--- src/hw/rtl/slsr_pkg.sv ---
// ----------------------------------------------------------------------------
// slsr_pkg
// Types, codes and helpers shared by the linear speed ramp blocks.
// ----------------------------------------------------------------------------
package slsr_pkg;

    localparam int unsigned TIMER_HZ_DEF      = 1000000;
    localparam int unsigned STEPS_PER_REV_DEF = 200;

    localparam int unsigned DVD_W = 64;
    localparam int unsigned DVS_W = 32;
    localparam int unsigned MUL_A_W = 32;
    localparam int unsigned MUL_B_W = 20;
    localparam int unsigned PROD_W = MUL_A_W + MUL_B_W;
    localparam int unsigned ROOT_W = 17;

    localparam logic [1:0] CMD_MOVE = 2'd0;
    localparam logic [1:0] CMD_TICK = 2'd1;
    localparam logic [1:0] CMD_STOP = 2'd2;

    typedef enum logic [1:0] {
        PH_STOP  = 2'd0,
        PH_ACCEL = 2'd1,
        PH_DECEL = 2'd2,
        PH_RUN   = 2'd3
    } t_phase;

    typedef struct packed {
        logic [1:0]         cmd;
        logic signed [31:0] steps;
        logic [15:0]        accel;
        logic [15:0]        decel;
        logic [15:0]        speed;
    } t_in_word;

    typedef struct packed {
        logic        step_pulse;
        logic        direction;
        logic [31:0] timer_load;
        logic        timer_running;
        logic        driver_enabled;
        logic [1:0]  ramp_phase;
        logic        error;
    } t_out_word;

    typedef struct packed {
        logic             start;
        logic             half;
        logic [DVD_W-1:0] dividend;
        logic [DVS_W-1:0] divisor;
    } t_div_req;

    typedef struct packed {
        logic             done;
        logic [DVD_W-1:0] quot;
        logic [DVS_W-1:0] rem;
    } t_div_rsp;

    typedef struct packed {
        logic        start;
        logic [31:0] x;
    } t_sqrt_req;

    typedef struct packed {
        logic              done;
        logic [ROOT_W-1:0] root;
    } t_sqrt_rsp;

    function automatic logic [31:0] sat32(input logic [63:0] v);
        sat32 = (|v[63:32]) ? 32'hFFFF_FFFF : v[31:0];
    endfunction

endpackage

--- src/hw/rtl/slsr_div.sv ---
// ----------------------------------------------------------------------------
// slsr_div
// Restoring divider, one quotient bit per cycle, 64 or 32 iterations.
// ----------------------------------------------------------------------------
module slsr_div (
    input  logic              i_clk,
    input  logic              i_rst_n,
    input  slsr_pkg::t_div_req i_req,
    output slsr_pkg::t_div_rsp o_rsp
);
    import slsr_pkg::*;

    logic [DVD_W-1:0] r_q,    n_q;
    logic [DVS_W-1:0] r_rem,  n_rem;
    logic [DVS_W-1:0] r_dvs,  n_dvs;
    logic [6:0]       r_cnt,  n_cnt;
    logic             r_busy, n_busy;
    logic             r_done, n_done;
    logic [DVS_W:0]   trial;
    logic             ge;

    always_comb begin
        trial  = {r_rem, r_q[DVD_W-1]};
        ge     = trial >= {1'b0, r_dvs};
        n_q    = r_q;
        n_rem  = r_rem;
        n_dvs  = r_dvs;
        n_cnt  = r_cnt;
        n_busy = r_busy;
        n_done = 1'b0;
        if (i_req.start) begin
            n_dvs  = i_req.divisor;
            n_rem  = '0;
            n_busy = 1'b1;
            if (i_req.half) begin
                n_q   = {i_req.dividend[31:0], 32'd0};
                n_cnt = 7'd32;
            end else begin
                n_q   = i_req.dividend;
                n_cnt = 7'd64;
            end
        end else if (r_busy) begin
            n_rem = ge ? DVS_W'(trial - {1'b0, r_dvs}) : trial[DVS_W-1:0];
            n_q   = {r_q[DVD_W-2:0], ge};
            n_cnt = r_cnt - 7'd1;
            if (r_cnt == 7'd1) begin
                n_busy = 1'b0;
                n_done = 1'b1;
            end
        end
    end

    always_ff @(posedge i_clk) begin
        if (!i_rst_n) begin
            r_busy <= 1'b0;
            r_done <= 1'b0;
            r_cnt  <= '0;
        end else begin
            r_busy <= n_busy;
            r_done <= n_done;
            r_cnt  <= n_cnt;
        end
        r_q   <= n_q;
        r_rem <= n_rem;
        r_dvs <= n_dvs;
    end

    assign o_rsp.done = r_done;
    assign o_rsp.quot = r_q;
    assign o_rsp.rem  = r_rem;

endmodule

--- src/hw/rtl/slsr_sqrt.sv ---
// ----------------------------------------------------------------------------
// slsr_sqrt
// Rounded integer square root, two operand bits per cycle.
// ----------------------------------------------------------------------------
module slsr_sqrt (
    input  logic                i_clk,
    input  logic                i_rst_n,
    input  slsr_pkg::t_sqrt_req i_req,
    output slsr_pkg::t_sqrt_rsp o_rsp
);
    import slsr_pkg::*;

    logic [31:0]       r_rem,  n_rem;
    logic [31:0]       r_res,  n_res;
    logic [31:0]       r_bit,  n_bit;
    logic              r_busy, n_busy;
    logic              r_done, n_done;
    logic [ROOT_W-1:0] r_root, n_root;
    logic [32:0]       sum;
    logic              take;

    always_comb begin
        sum    = {1'b0, r_res} + {1'b0, r_bit};
        take   = sum <= {1'b0, r_rem};
        n_rem  = r_rem;
        n_res  = r_res;
        n_bit  = r_bit;
        n_busy = r_busy;
        n_done = 1'b0;
        n_root = r_root;
        if (i_req.start) begin
            n_rem  = i_req.x;
            n_res  = '0;
            n_bit  = 32'h4000_0000;
            n_busy = 1'b1;
        end else if (r_busy) begin
            if (r_bit != '0) begin
                n_rem = take ? r_rem - sum[31:0] : r_rem;
                n_res = (r_res >> 1) + (take ? r_bit : 32'd0);
                n_bit = r_bit >> 2;
            end else begin
                n_busy = 1'b0;
                n_done = 1'b1;
                n_root = (r_res < r_rem) ? ROOT_W'(r_res + 32'd1) : ROOT_W'(r_res);
            end
        end
    end

    always_ff @(posedge i_clk) begin
        if (!i_rst_n) begin
            r_busy <= 1'b0;
            r_done <= 1'b0;
        end else begin
            r_busy <= n_busy;
            r_done <= n_done;
        end
        r_rem  <= n_rem;
        r_res  <= n_res;
        r_bit  <= n_bit;
        r_root <= n_root;
    end

    assign o_rsp.done = r_done;
    assign o_rsp.root = r_root;

endmodule

--- src/hw/rtl/stepper_linear_speed_ramp.sv ---
// ----------------------------------------------------------------------------
// stepper_linear_speed_ramp
// Trapezoidal stepper ramp generator with serial divide and square root.
// ----------------------------------------------------------------------------
// Input channel: i_in_valid / o_in_stall / i_in_word carry move, tick and
// stop commands. Output channel: o_out_valid / i_out_stall / o_out_word
// carry one result word per command.
// A word is taken while the sequencer is idle; the block works on one
// command at a time. Stop and ignored commands go straight to the output
// register. A tick passes the tick step and, when the delay recurrence runs,
// its 32-bit serial division; a single-step move takes the same path.
// A move runs five to seven full-width serial divisions, a square root and,
// when it starts accelerating, the recurrence division; all divisions use
// the shared one-bit-per-cycle divider.
// A finished result sits in the output register while the next command is
// taken; when the receiver stalls and a new result is ready, the sequencer
// holds it until the register frees.
// Reset clears the ramp state to stop, the driver and timer off, and
// empties the output register.
// ----------------------------------------------------------------------------
module stepper_linear_speed_ramp #(
    parameter int unsigned TIMER_HZ      = slsr_pkg::TIMER_HZ_DEF,
    parameter int unsigned STEPS_PER_REV = slsr_pkg::STEPS_PER_REV_DEF
) (
    input  logic                i_clk,
    input  logic                i_rst_n,
    input  logic                i_in_valid,
    output logic                o_in_stall,
    input  slsr_pkg::t_in_word  i_in_word,
    output logic                o_out_valid,
    input  logic                i_out_stall,
    output slsr_pkg::t_out_word o_out_word
);
    import slsr_pkg::*;

    localparam logic [63:0] K_AT100 =
        64'd628318 * 64'(TIMER_HZ) / (64'd1000 * 64'(STEPS_PER_REV));
    localparam logic [63:0] K_TF148 = 64'(TIMER_HZ) * 64'd676 / 64'd100000;
    localparam logic [63:0] K_ASQ = 64'd125663600000 / 64'(STEPS_PER_REV);
    localparam logic [63:0] K_A20000 = 64'd1256636 / (64'd10 * 64'(STEPS_PER_REV));
    localparam logic [DVS_W-1:0] HUNDRED = DVS_W'(100);

    typedef enum logic [17:0] {
        ST_IDLE     = 18'h00001,
        ST_FLOOR    = 18'h00002,
        ST_SQOP     = 18'h00004,
        ST_ROOT     = 18'h00008,
        ST_MUL_DLY  = 18'h00010,
        ST_DLY      = 18'h00020,
        ST_MUL_DIVV = 18'h00040,
        ST_DIVV     = 18'h00080,
        ST_MUL_MLIM = 18'h00100,
        ST_MLIM     = 18'h00200,
        ST_MUL_ALIM = 18'h00400,
        ST_ALIM     = 18'h00800,
        ST_MUL_DCI  = 18'h01000,
        ST_DCI      = 18'h02000,
        ST_SETUP    = 18'h04000,
        ST_TICK     = 18'h08000,
        ST_RECUR    = 18'h10000,
        ST_FIN      = 18'h20000
    } t_state;

    t_state      r_state, n_state;
    logic        r_wait, n_wait;
    logic        r_move, n_move;
    logic        r_pulse, n_pulse;
    logic [31:0] r_load, n_load;
    logic        r_err, n_err;
    logic [15:0] r_acc, n_acc;
    logic [15:0] r_dec, n_dec;
    logic [15:0] r_spd, n_spd;
    logic [31:0] r_mag, n_mag;
    logic [31:0] r_tmp, n_tmp;
    logic [ROOT_W-1:0] r_root, n_root;
    logic [PROD_W-1:0] r_prod, n_prod;
    logic [31:0] r_divv, n_divv;
    logic [31:0] r_mlim, n_mlim;

    t_phase      r_phase, n_phase;
    logic        r_dir, n_dir;
    logic [31:0] r_cur, n_cur;
    logic [31:0] r_dbeg, n_dbeg;
    logic [31:0] r_dci, n_dci;
    logic [31:0] r_floor, n_floor;
    logic [31:0] r_rcnt, n_rcnt;
    logic [31:0] r_cruise, n_cruise;
    logic [31:0] r_sdone, n_sdone;
    logic [31:0] r_rem, n_rem;
    logic        r_drv, n_drv;
    logic        r_tmr, n_tmr;

    logic        r_ovalid, n_ovalid;
    t_out_word   r_oword, n_oword;

    t_div_req    div_req;
    t_div_rsp    div_rsp;
    t_sqrt_req   sqrt_req;
    t_sqrt_rsp   sqrt_rsp;

    logic               in_fire;
    logic [31:0]        in_mag;
    logic [MUL_A_W-1:0] mul_a;
    logic [MUL_B_W-1:0] mul_b;
    logic [31:0]        a_raw, b_raw, a_abs, b_abs;
    logic [31:0]        q_s, r_s, nd;
    logic [31:0]        q32, alim, dci_fix, rcnt_inc, sdone_inc;

    slsr_div u_div (
        .i_clk   (i_clk),
        .i_rst_n (i_rst_n),
        .i_req   (div_req),
        .o_rsp   (div_rsp)
    );

    slsr_sqrt u_sqrt (
        .i_clk   (i_clk),
        .i_rst_n (i_rst_n),
        .i_req   (sqrt_req),
        .o_rsp   (sqrt_rsp)
    );

    assign in_fire = i_in_valid && !o_in_stall;
    assign in_mag  = i_in_word.steps[31] ? 32'd0 - 32'(i_in_word.steps)
                                         : 32'(i_in_word.steps);

    assign a_raw = {r_cur[30:0], 1'b0} + r_rem;
    assign b_raw = {r_rcnt[29:0], 2'b00} + 32'd1;
    assign a_abs = a_raw[31] ? 32'd0 - a_raw : a_raw;
    assign b_abs = b_raw[31] ? 32'd0 - b_raw : b_raw;
    assign q32   = div_rsp.quot[31:0];
    assign q_s   = (a_raw[31] ^ b_raw[31]) ? 32'd0 - q32 : q32;
    assign r_s   = a_raw[31] ? 32'd0 - div_rsp.rem : div_rsp.rem;
    assign nd    = r_cur - q_s;
    assign alim  = (q32 == '0) ? 32'd1 : q32;
    assign dci_fix   = (r_dci == '0) ? 32'hFFFF_FFFF : r_dci;
    assign rcnt_inc  = r_rcnt + 32'd1;
    assign sdone_inc = r_sdone + 32'd1;

    always_comb begin
        div_req.start    = 1'b0;
        div_req.half     = 1'b0;
        div_req.dividend = 64'(r_prod);
        div_req.divisor  = HUNDRED;
        mul_a            = '0;
        mul_b            = '0;
        unique case (r_state)
            ST_FLOOR: begin
                div_req.dividend = K_AT100;
                div_req.divisor  = DVS_W'(r_spd);
            end
            ST_SQOP: begin
                div_req.dividend = K_ASQ;
                div_req.divisor  = DVS_W'(r_acc);
            end
            ST_MLIM:  div_req.divisor = r_divv;
            ST_ALIM:  div_req.divisor = DVS_W'({1'b0, r_acc} + {1'b0, r_dec});
            ST_DCI:   div_req.divisor = DVS_W'(r_dec);
            ST_RECUR: begin
                div_req.half     = 1'b1;
                div_req.dividend = 64'(a_abs);
                div_req.divisor  = b_abs;
            end
            ST_MUL_DLY: begin
                mul_a = MUL_A_W'(K_TF148);
                mul_b = MUL_B_W'(r_root);
            end
            ST_MUL_DIVV: begin
                mul_a = MUL_A_W'(r_acc);
                mul_b = MUL_B_W'(K_A20000);
            end
            ST_MUL_MLIM: begin
                mul_a = MUL_A_W'(r_spd);
                mul_b = MUL_B_W'(r_spd);
            end
            ST_MUL_ALIM: begin
                mul_a = r_mag;
                mul_b = MUL_B_W'(r_dec);
            end
            ST_MUL_DCI: begin
                mul_a = r_mlim;
                mul_b = MUL_B_W'(r_acc);
            end
            default: ;
        endcase
        case (r_state)
            ST_FLOOR, ST_SQOP, ST_DLY, ST_DIVV, ST_ALIM, ST_DCI, ST_RECUR:
                div_req.start = !r_wait;
            ST_MLIM:
                div_req.start = !r_wait && (r_divv != '0);
            default: ;
        endcase
        sqrt_req.start = (r_state == ST_ROOT) && !r_wait;
        sqrt_req.x     = r_tmp;
    end

    always_comb begin
        n_state  = r_state;
        n_wait   = r_wait;
        n_move   = r_move;
        n_pulse  = r_pulse;
        n_load   = r_load;
        n_err    = r_err;
        n_acc    = r_acc;
        n_dec    = r_dec;
        n_spd    = r_spd;
        n_mag    = r_mag;
        n_tmp    = r_tmp;
        n_root   = r_root;
        n_prod   = PROD_W'(mul_a) * PROD_W'(mul_b);
        n_divv   = r_divv;
        n_mlim   = r_mlim;
        n_phase  = r_phase;
        n_dir    = r_dir;
        n_cur    = r_cur;
        n_dbeg   = r_dbeg;
        n_dci    = r_dci;
        n_floor  = r_floor;
        n_rcnt   = r_rcnt;
        n_cruise = r_cruise;
        n_sdone  = r_sdone;
        n_rem    = r_rem;
        n_drv    = r_drv;
        n_tmr    = r_tmr;
        n_ovalid = r_ovalid && i_out_stall;
        n_oword  = r_oword;

        unique case (r_state)
            ST_IDLE: begin
                if (in_fire) begin
                    n_pulse = 1'b0;
                    n_load  = '0;
                    n_err   = 1'b0;
                    n_move  = 1'b0;
                    n_acc   = i_in_word.accel;
                    n_dec   = i_in_word.decel;
                    n_spd   = i_in_word.speed;
                    n_mag   = in_mag;
                    n_state = ST_FIN;
                    case (i_in_word.cmd)
                        CMD_MOVE: begin
                            if (i_in_word.accel == '0 || i_in_word.decel == '0 ||
                                i_in_word.speed == '0) begin
                                n_err = 1'b1;
                            end else begin
                                n_dir  = i_in_word.steps[31];
                                n_drv  = 1'b1;
                                n_move = in_mag != '0;
                                if (in_mag == 32'd1) begin
                                    n_rcnt  = 32'hFFFF_FFFF;
                                    n_phase = PH_DECEL;
                                    n_cur   = 32'd1;
                                    n_state = ST_TICK;
                                end else if (in_mag != '0) begin
                                    n_state = ST_FLOOR;
                                end
                            end
                        end
                        CMD_TICK: n_state = ST_TICK;
                        CMD_STOP: n_phase = PH_STOP;
                        default: ;
                    endcase
                end
            end
            ST_FLOOR, ST_SQOP, ST_DLY, ST_DIVV, ST_ALIM, ST_DCI: begin
                if (!r_wait) begin
                    n_wait = 1'b1;
                end else if (div_rsp.done) begin
                    n_wait = 1'b0;
                    case (r_state)
                        ST_FLOOR: begin
                            n_floor = sat32(div_rsp.quot);
                            n_state = ST_SQOP;
                        end
                        ST_SQOP: begin
                            n_tmp   = sat32(div_rsp.quot);
                            n_state = ST_ROOT;
                        end
                        ST_DLY: begin
                            n_cur   = sat32(div_rsp.quot);
                            n_state = ST_MUL_DIVV;
                        end
                        ST_DIVV: begin
                            n_divv  = q32;
                            n_state = ST_MUL_MLIM;
                        end
                        ST_ALIM: begin
                            if (alim <= r_mlim) begin
                                n_dci   = alim - r_mag;
                                n_state = ST_SETUP;
                            end else begin
                                n_state = ST_MUL_DCI;
                            end
                        end
                        default: begin
                            n_dci   = 32'd0 - q32;
                            n_state = ST_SETUP;
                        end
                    endcase
                end
            end
            ST_ROOT: begin
                if (!r_wait) begin
                    n_wait = 1'b1;
                end else if (sqrt_rsp.done) begin
                    n_wait  = 1'b0;
                    n_root  = sqrt_rsp.root;
                    n_state = ST_MUL_DLY;
                end
            end
            ST_MUL_DLY:  n_state = ST_DLY;
            ST_MUL_DIVV: n_state = ST_DIVV;
            ST_MUL_MLIM: n_state = ST_MLIM;
            ST_MUL_ALIM: n_state = ST_ALIM;
            ST_MUL_DCI:  n_state = ST_DCI;
            ST_MLIM: begin
                if (r_divv == '0) begin
                    n_mlim  = 32'hFFFF_FFFF;
                    n_state = ST_MUL_ALIM;
                end else if (!r_wait) begin
                    n_wait = 1'b1;
                end else if (div_rsp.done) begin
                    n_wait  = 1'b0;
                    n_mlim  = alim;
                    n_state = ST_MUL_ALIM;
                end
            end
            ST_SETUP: begin
                n_dci  = dci_fix;
                n_dbeg = r_mag + dci_fix;
                n_rcnt = '0;
                if (r_cur <= r_floor) begin
                    n_cur   = r_floor;
                    n_phase = PH_RUN;
                end else begin
                    n_phase = PH_ACCEL;
                end
                n_state = ST_TICK;
            end
            ST_TICK: begin
                n_load  = r_cur;
                n_pulse = r_phase != PH_STOP;
                n_sdone = sdone_inc;
                n_state = ST_FIN;
                unique case (r_phase)
                    PH_STOP: begin
                        n_sdone = '0;
                        n_rem   = '0;
                        n_tmr   = 1'b0;
                        n_drv   = 1'b0;
                        n_cur   = '0;
                    end
                    PH_RUN: begin
                        if (sdone_inc >= r_dbeg) begin
                            n_rcnt  = r_dci;
                            n_cur   = r_cruise;
                            n_phase = PH_DECEL;
                        end else begin
                            n_cur = r_floor;
                        end
                    end
                    PH_ACCEL: begin
                        n_rcnt  = rcnt_inc;
                        n_state = ST_RECUR;
                    end
                    default: n_state = ST_RECUR;
                endcase
            end
            ST_RECUR: begin
                if (!r_wait) begin
                    n_wait = 1'b1;
                end else if (div_rsp.done) begin
                    n_wait  = 1'b0;
                    n_state = ST_FIN;
                    n_cur   = nd;
                    n_rem   = r_s;
                    if (r_phase == PH_ACCEL) begin
                        if (r_sdone >= r_dbeg) begin
                            n_rcnt  = r_dci;
                            n_phase = PH_DECEL;
                        end else if (nd <= r_floor) begin
                            n_cruise = nd;
                            n_cur    = r_floor;
                            n_rem    = '0;
                            n_phase  = PH_RUN;
                        end
                    end else begin
                        n_rcnt = rcnt_inc;
                        if (!rcnt_inc[31]) begin
                            n_phase = PH_STOP;
                        end
                    end
                end
            end
            ST_FIN: begin
                if (!r_ovalid || !i_out_stall) begin
                    n_ovalid               = 1'b1;
                    n_oword.step_pulse     = r_pulse;
                    n_oword.direction      = r_dir;
                    n_oword.timer_load     = r_load;
                    n_oword.timer_running  = r_tmr | r_move;
                    n_oword.driver_enabled = r_drv;
                    n_oword.ramp_phase     = r_phase;
                    n_oword.error          = r_err;
                    n_tmr                  = r_tmr | r_move;
                    n_state                = ST_IDLE;
                end
            end
            default: n_state = ST_IDLE;
        endcase
    end

    always_ff @(posedge i_clk) begin
        if (!i_rst_n) begin
            r_state  <= ST_IDLE;
            r_wait   <= 1'b0;
            r_ovalid <= 1'b0;
            r_phase  <= PH_STOP;
            r_dir    <= 1'b0;
            r_cur    <= '0;
            r_dbeg   <= '0;
            r_dci    <= '0;
            r_floor  <= '0;
            r_rcnt   <= '0;
            r_cruise <= '0;
            r_sdone  <= '0;
            r_rem    <= '0;
            r_drv    <= 1'b0;
            r_tmr    <= 1'b0;
        end else begin
            r_state  <= n_state;
            r_wait   <= n_wait;
            r_ovalid <= n_ovalid;
            r_phase  <= n_phase;
            r_dir    <= n_dir;
            r_cur    <= n_cur;
            r_dbeg   <= n_dbeg;
            r_dci    <= n_dci;
            r_floor  <= n_floor;
            r_rcnt   <= n_rcnt;
            r_cruise <= n_cruise;
            r_sdone  <= n_sdone;
            r_rem    <= n_rem;
            r_drv    <= n_drv;
            r_tmr    <= n_tmr;
        end
        r_move  <= n_move;
        r_pulse <= n_pulse;
        r_load  <= n_load;
        r_err   <= n_err;
        r_acc   <= n_acc;
        r_dec   <= n_dec;
        r_spd   <= n_spd;
        r_mag   <= n_mag;
        r_tmp   <= n_tmp;
        r_root  <= n_root;
        r_prod  <= n_prod;
        r_divv  <= n_divv;
        r_mlim  <= n_mlim;
        r_oword <= n_oword;
    end

    assign o_in_stall  = r_state != ST_IDLE;
    assign o_out_valid = r_ovalid;
    assign o_out_word  = r_oword;

    a_take_leaves_idle: assert property (@(posedge i_clk) disable iff (!i_rst_n)
        in_fire |=> (r_state != ST_IDLE))
        else $error("accepted word did not start the sequencer");

    a_div_done_in_div_state: assert property (@(posedge i_clk) disable iff (!i_rst_n)
        div_rsp.done |-> (r_state == ST_FLOOR || r_state == ST_SQOP ||
                          r_state == ST_DLY || r_state == ST_DIVV ||
                          r_state == ST_MLIM || r_state == ST_ALIM ||
                          r_state == ST_DCI || r_state == ST_RECUR))
        else $error("divider finished outside a division step");

    a_err_no_pulse: assert property (@(posedge i_clk) disable iff (!i_rst_n)
        o_out_valid |-> !(o_out_word.error && o_out_word.step_pulse))
        else $error("rejected move issued a step");

endmodule

--- config.mk ---
export PLATFORM = sky130hd
export DESIGN_NAME = stepper_linear_speed_ramp
export DESIGN_NICKNAME = d
export VERILOG_FILES = /design/src/hw/rtl/slsr_pkg.sv /design/src/hw/rtl/slsr_div.sv /design/src/hw/rtl/slsr_sqrt.sv /design/src/hw/rtl/stepper_linear_speed_ramp.sv
export SDC_FILE = /design/constraint.sdc
export NUM_CORES = 2
export LEC_CHECK = 0
export BUFFER_PORTS_ARGS = -buffer_cell sky130_fd_sc_hd__buf_2
export CELL_PAD_IN_SITES_DETAIL_PLACEMENT = 0
export CELL_PAD_IN_SITES_GLOBAL_PLACEMENT = 1
export CORE_MARGIN = 1
export CORE_UTILIZATION = 45
export CTS_CLUSTER_SIZE = 24
export DETAILED_ROUTE_END_ITERATION = 8
export GPL_ROUTABILITY_DRIVEN = 0
export PLACE_DENSITY_LB_ADDON = 0.12
export SETUP_SLACK_MARGIN = 0.3
export SLEW_MARGIN = 20
export SYNTH_ARGS = -nofsm -noshare
export SYNTH_HDL_FRONTEND = slang
export SYNTH_SLANG_ARGS = --single-unit
--- constraint.sdc ---
create_clock -name i_clk -period 19.1 [get_ports i_clk]
set_input_delay 1.91 -clock i_clk [delete_from_list [all_inputs] [get_ports i_clk]]
set_output_delay 1.91 -clock i_clk [all_outputs]
set_load 0.02 [all_outputs]
==> out/results.ini <==
[outcome]
status = complete, but fails checks
violations = DRC

[setup_path]
setup.worst_path.end_class = flip-flop
cp_max_fo = 47
critPathKind = flip-flop to flip-flop
worstPathArrival_ns = 11.02
worst-path-buf-inv = 3
critical-path-top-delay-family = compound AO/OA/AOI/OAI gates
critPathRequiredTime_ns = 19.73
max_stage_delay_ns = 0.86
startpoint_type = flip-flop
cpMaxStageDelayCell = xnor2_1

[yosys]
syn_area_per_cell_um2 = 8.788
yosysUniqueCellTypes = 97
ys_async_sr_fraction = 0
synth_top_flop_cell = dfxtp_1
synth_edf_count = 412
yosys_warnings = 0
ys_seq_area_frac = 0.2868
synth-seq-cells = 836
synthCells = 8275
netlist_area_um2 = 72720

[floorplanning]
io_pins = 127
die_w_um = 404.0
rows = 147
dieArea_um2 = 163200
coreArea_um2 = 160600
initial_utilization = 0.4529
die_h_um = 404.0

[timing]
period_share = 0.5443
slew_viol_final = 0
fmax_mhz = 96.20
min_period_ns = 10.40
finalHoldViolCount = 0
worst_pin_slew_ns = 1.151
skew_ns = 0.02929
setup_viol = 0
final.setup.tns_ns = 0
rsz0062_at_grt = no
slew_headroom = 0.2306

[detailed_routing]
drt_wl_total_mm = 264.6
num_vias = 62604
drt-pass1-iter-count = 9
viasPerCell = 5.989
ant_nets = 0
drc_errors = 1
post_drt_wl_per_cell_um = 25.31
drt-initial-drc-count = 6855

[finish]
nets = 9355
syn_to_final_growth_pct = 8.554
largest-register = u_div.r_q
layout_commonest_cell = nand2_1
regArea_um2 = 20860
fin_area_um2 = 78940
largest_register_ffs = 64
multi_input_area_um2 = 47080
drive_gt1_frac = 0.07575
fillers = 15312
final_cell_mix = nand2_1 (942), inv_1 (876), nor2_1 (629)

[global_route]
first_global_vias = 59821
grt_pass1_wl_mm = 390.3
grt_max_degree = 82
gr-total-overflow = 0
track_usage = 0.3193
antenna_found_initial = 23

[run]
maxCapViolations = 0

[placed_design]
dp_hpwl_mm = 203.7
numPortBuffers = 126
placed_area_um2 = 75540

[power_and_ir_drop]
power_density_nw_per_um2 = 68.83
p_leak_uw = 0.03373
ir_drop_mv = 0.06679
finalPower_uw = 5434

[clock_network]
clockRootBuffer = clkbuf_16
cts_buffers = 97
holdBufCountCts = 0
cts_sinks = 836
cts_setup_buffers = 0
path_clk_slew_ns = 0.06
cts_resized = 0
clk_latency_ns = 0.73
clk_path_buf_depth = 3
cts_max_level = 3
cts_tree = yes

[worst_hold_path]
hold_class = flip-flop to flip-flop

==> metrics by stage <==
step                      utilization  cells  hold WS (ns)  setup slack [ns]
final                          0.4917  10453        0.4059             8.705
after global routing           0.4916  10450        0.4182             8.018
after CTS                      0.4912  10446        0.4069             8.838
after detailed placement       0.4704  10265        0.4045             8.911
after global placement         0.4704  10264        0.4018             9.101
after floorplan                     -   8300        0.4003             10.50
==> area by class of cell <==
class,instances,area share
tap,2160,0.03423
clock inverter,60,0.007544
multi-input combinational,6136,0.5964
antenna,3,0.00009509
timing repair buffer,257,0.02084
inverter,880,0.04194
clock buffer,121,0.03468
sequential,836,0.2643
==> logic make-up after synthesis <==
group	count (synthesis)	synth area share
buffers and inverters	1328	0.06947
adders and majority gates	1061	0.2297
xor gates and xnor gates	476	0.05733
and+or+nand+nor	2552	0.1648
AOI/OAI and AO/OA	1947	0.1815
other	2	0.0001033
muxes	73	0.01024
DFF	836	0.2868
==> cells in the mapped netlist, types with 58 or more instances <==
library cell / instances / area share
a211oi_1: 95 / 0.0098
a21o_1: 185 / 0.019
a21oi_1: 516 / 0.036
a22oi_1: 103 / 0.011
a31oi_1: 69 / 0.0059
and2_1: 108 / 0.0093
and3_1: 64 / 0.0055
clkbuf_1: 412 / 0.021
dfxtp_1: 424 / 0.12
edfxtp_1: 412 / 0.17
fa_1: 457 / 0.13
ha_1: 604 / 0.10
inv_1: 877 / 0.045
mux2i_1: 62 / 0.0085
nand2_1: 946 / 0.049
nand2b_1: 67 / 0.0058
nand3_1: 121 / 0.0083
nand4_1: 90 / 0.0077
nor2_1: 634 / 0.033
nor3_1: 104 / 0.0072
nor4_1: 74 / 0.0064
o21ai_0: 347 / 0.024
o31ai_1: 58 / 0.0060
or2_2: 90 / 0.0077
or3_1: 75 / 0.0065
xnor2_1: 323 / 0.039
xor2_1: 153 / 0.018
==> routing by layer <==
layer	global-route usage	routed length, µm
met3	0.06663	25120
met5	0	68
met4	0.1218	11510
met1	0.4509	115100
met2	0.4772	112800
==> worst paths after layout <==
kind,start,end,slack [ns],depth (start not counted)
max,r_cur[1],r_rem[30],8.70,35
min,r_load[12],o_out_word[17],0.41,0
max reg2reg,r_cur[1],r_rem[30],8.70,35
min reg2reg,r_load[12],o_out_word[17],0.41,0
==> report_power, final <==
part / leakage, µW / total, µW / internal, µW / switching, µW
Sequential: 0.00697 / 2200 / 2000 / 198
Clock: 0.00163 / 1990 / 1150 / 834
Combinational: 0.0251 / 1250 / 471 / 774
Note: power is estimated with default switching activity, not from simulation.
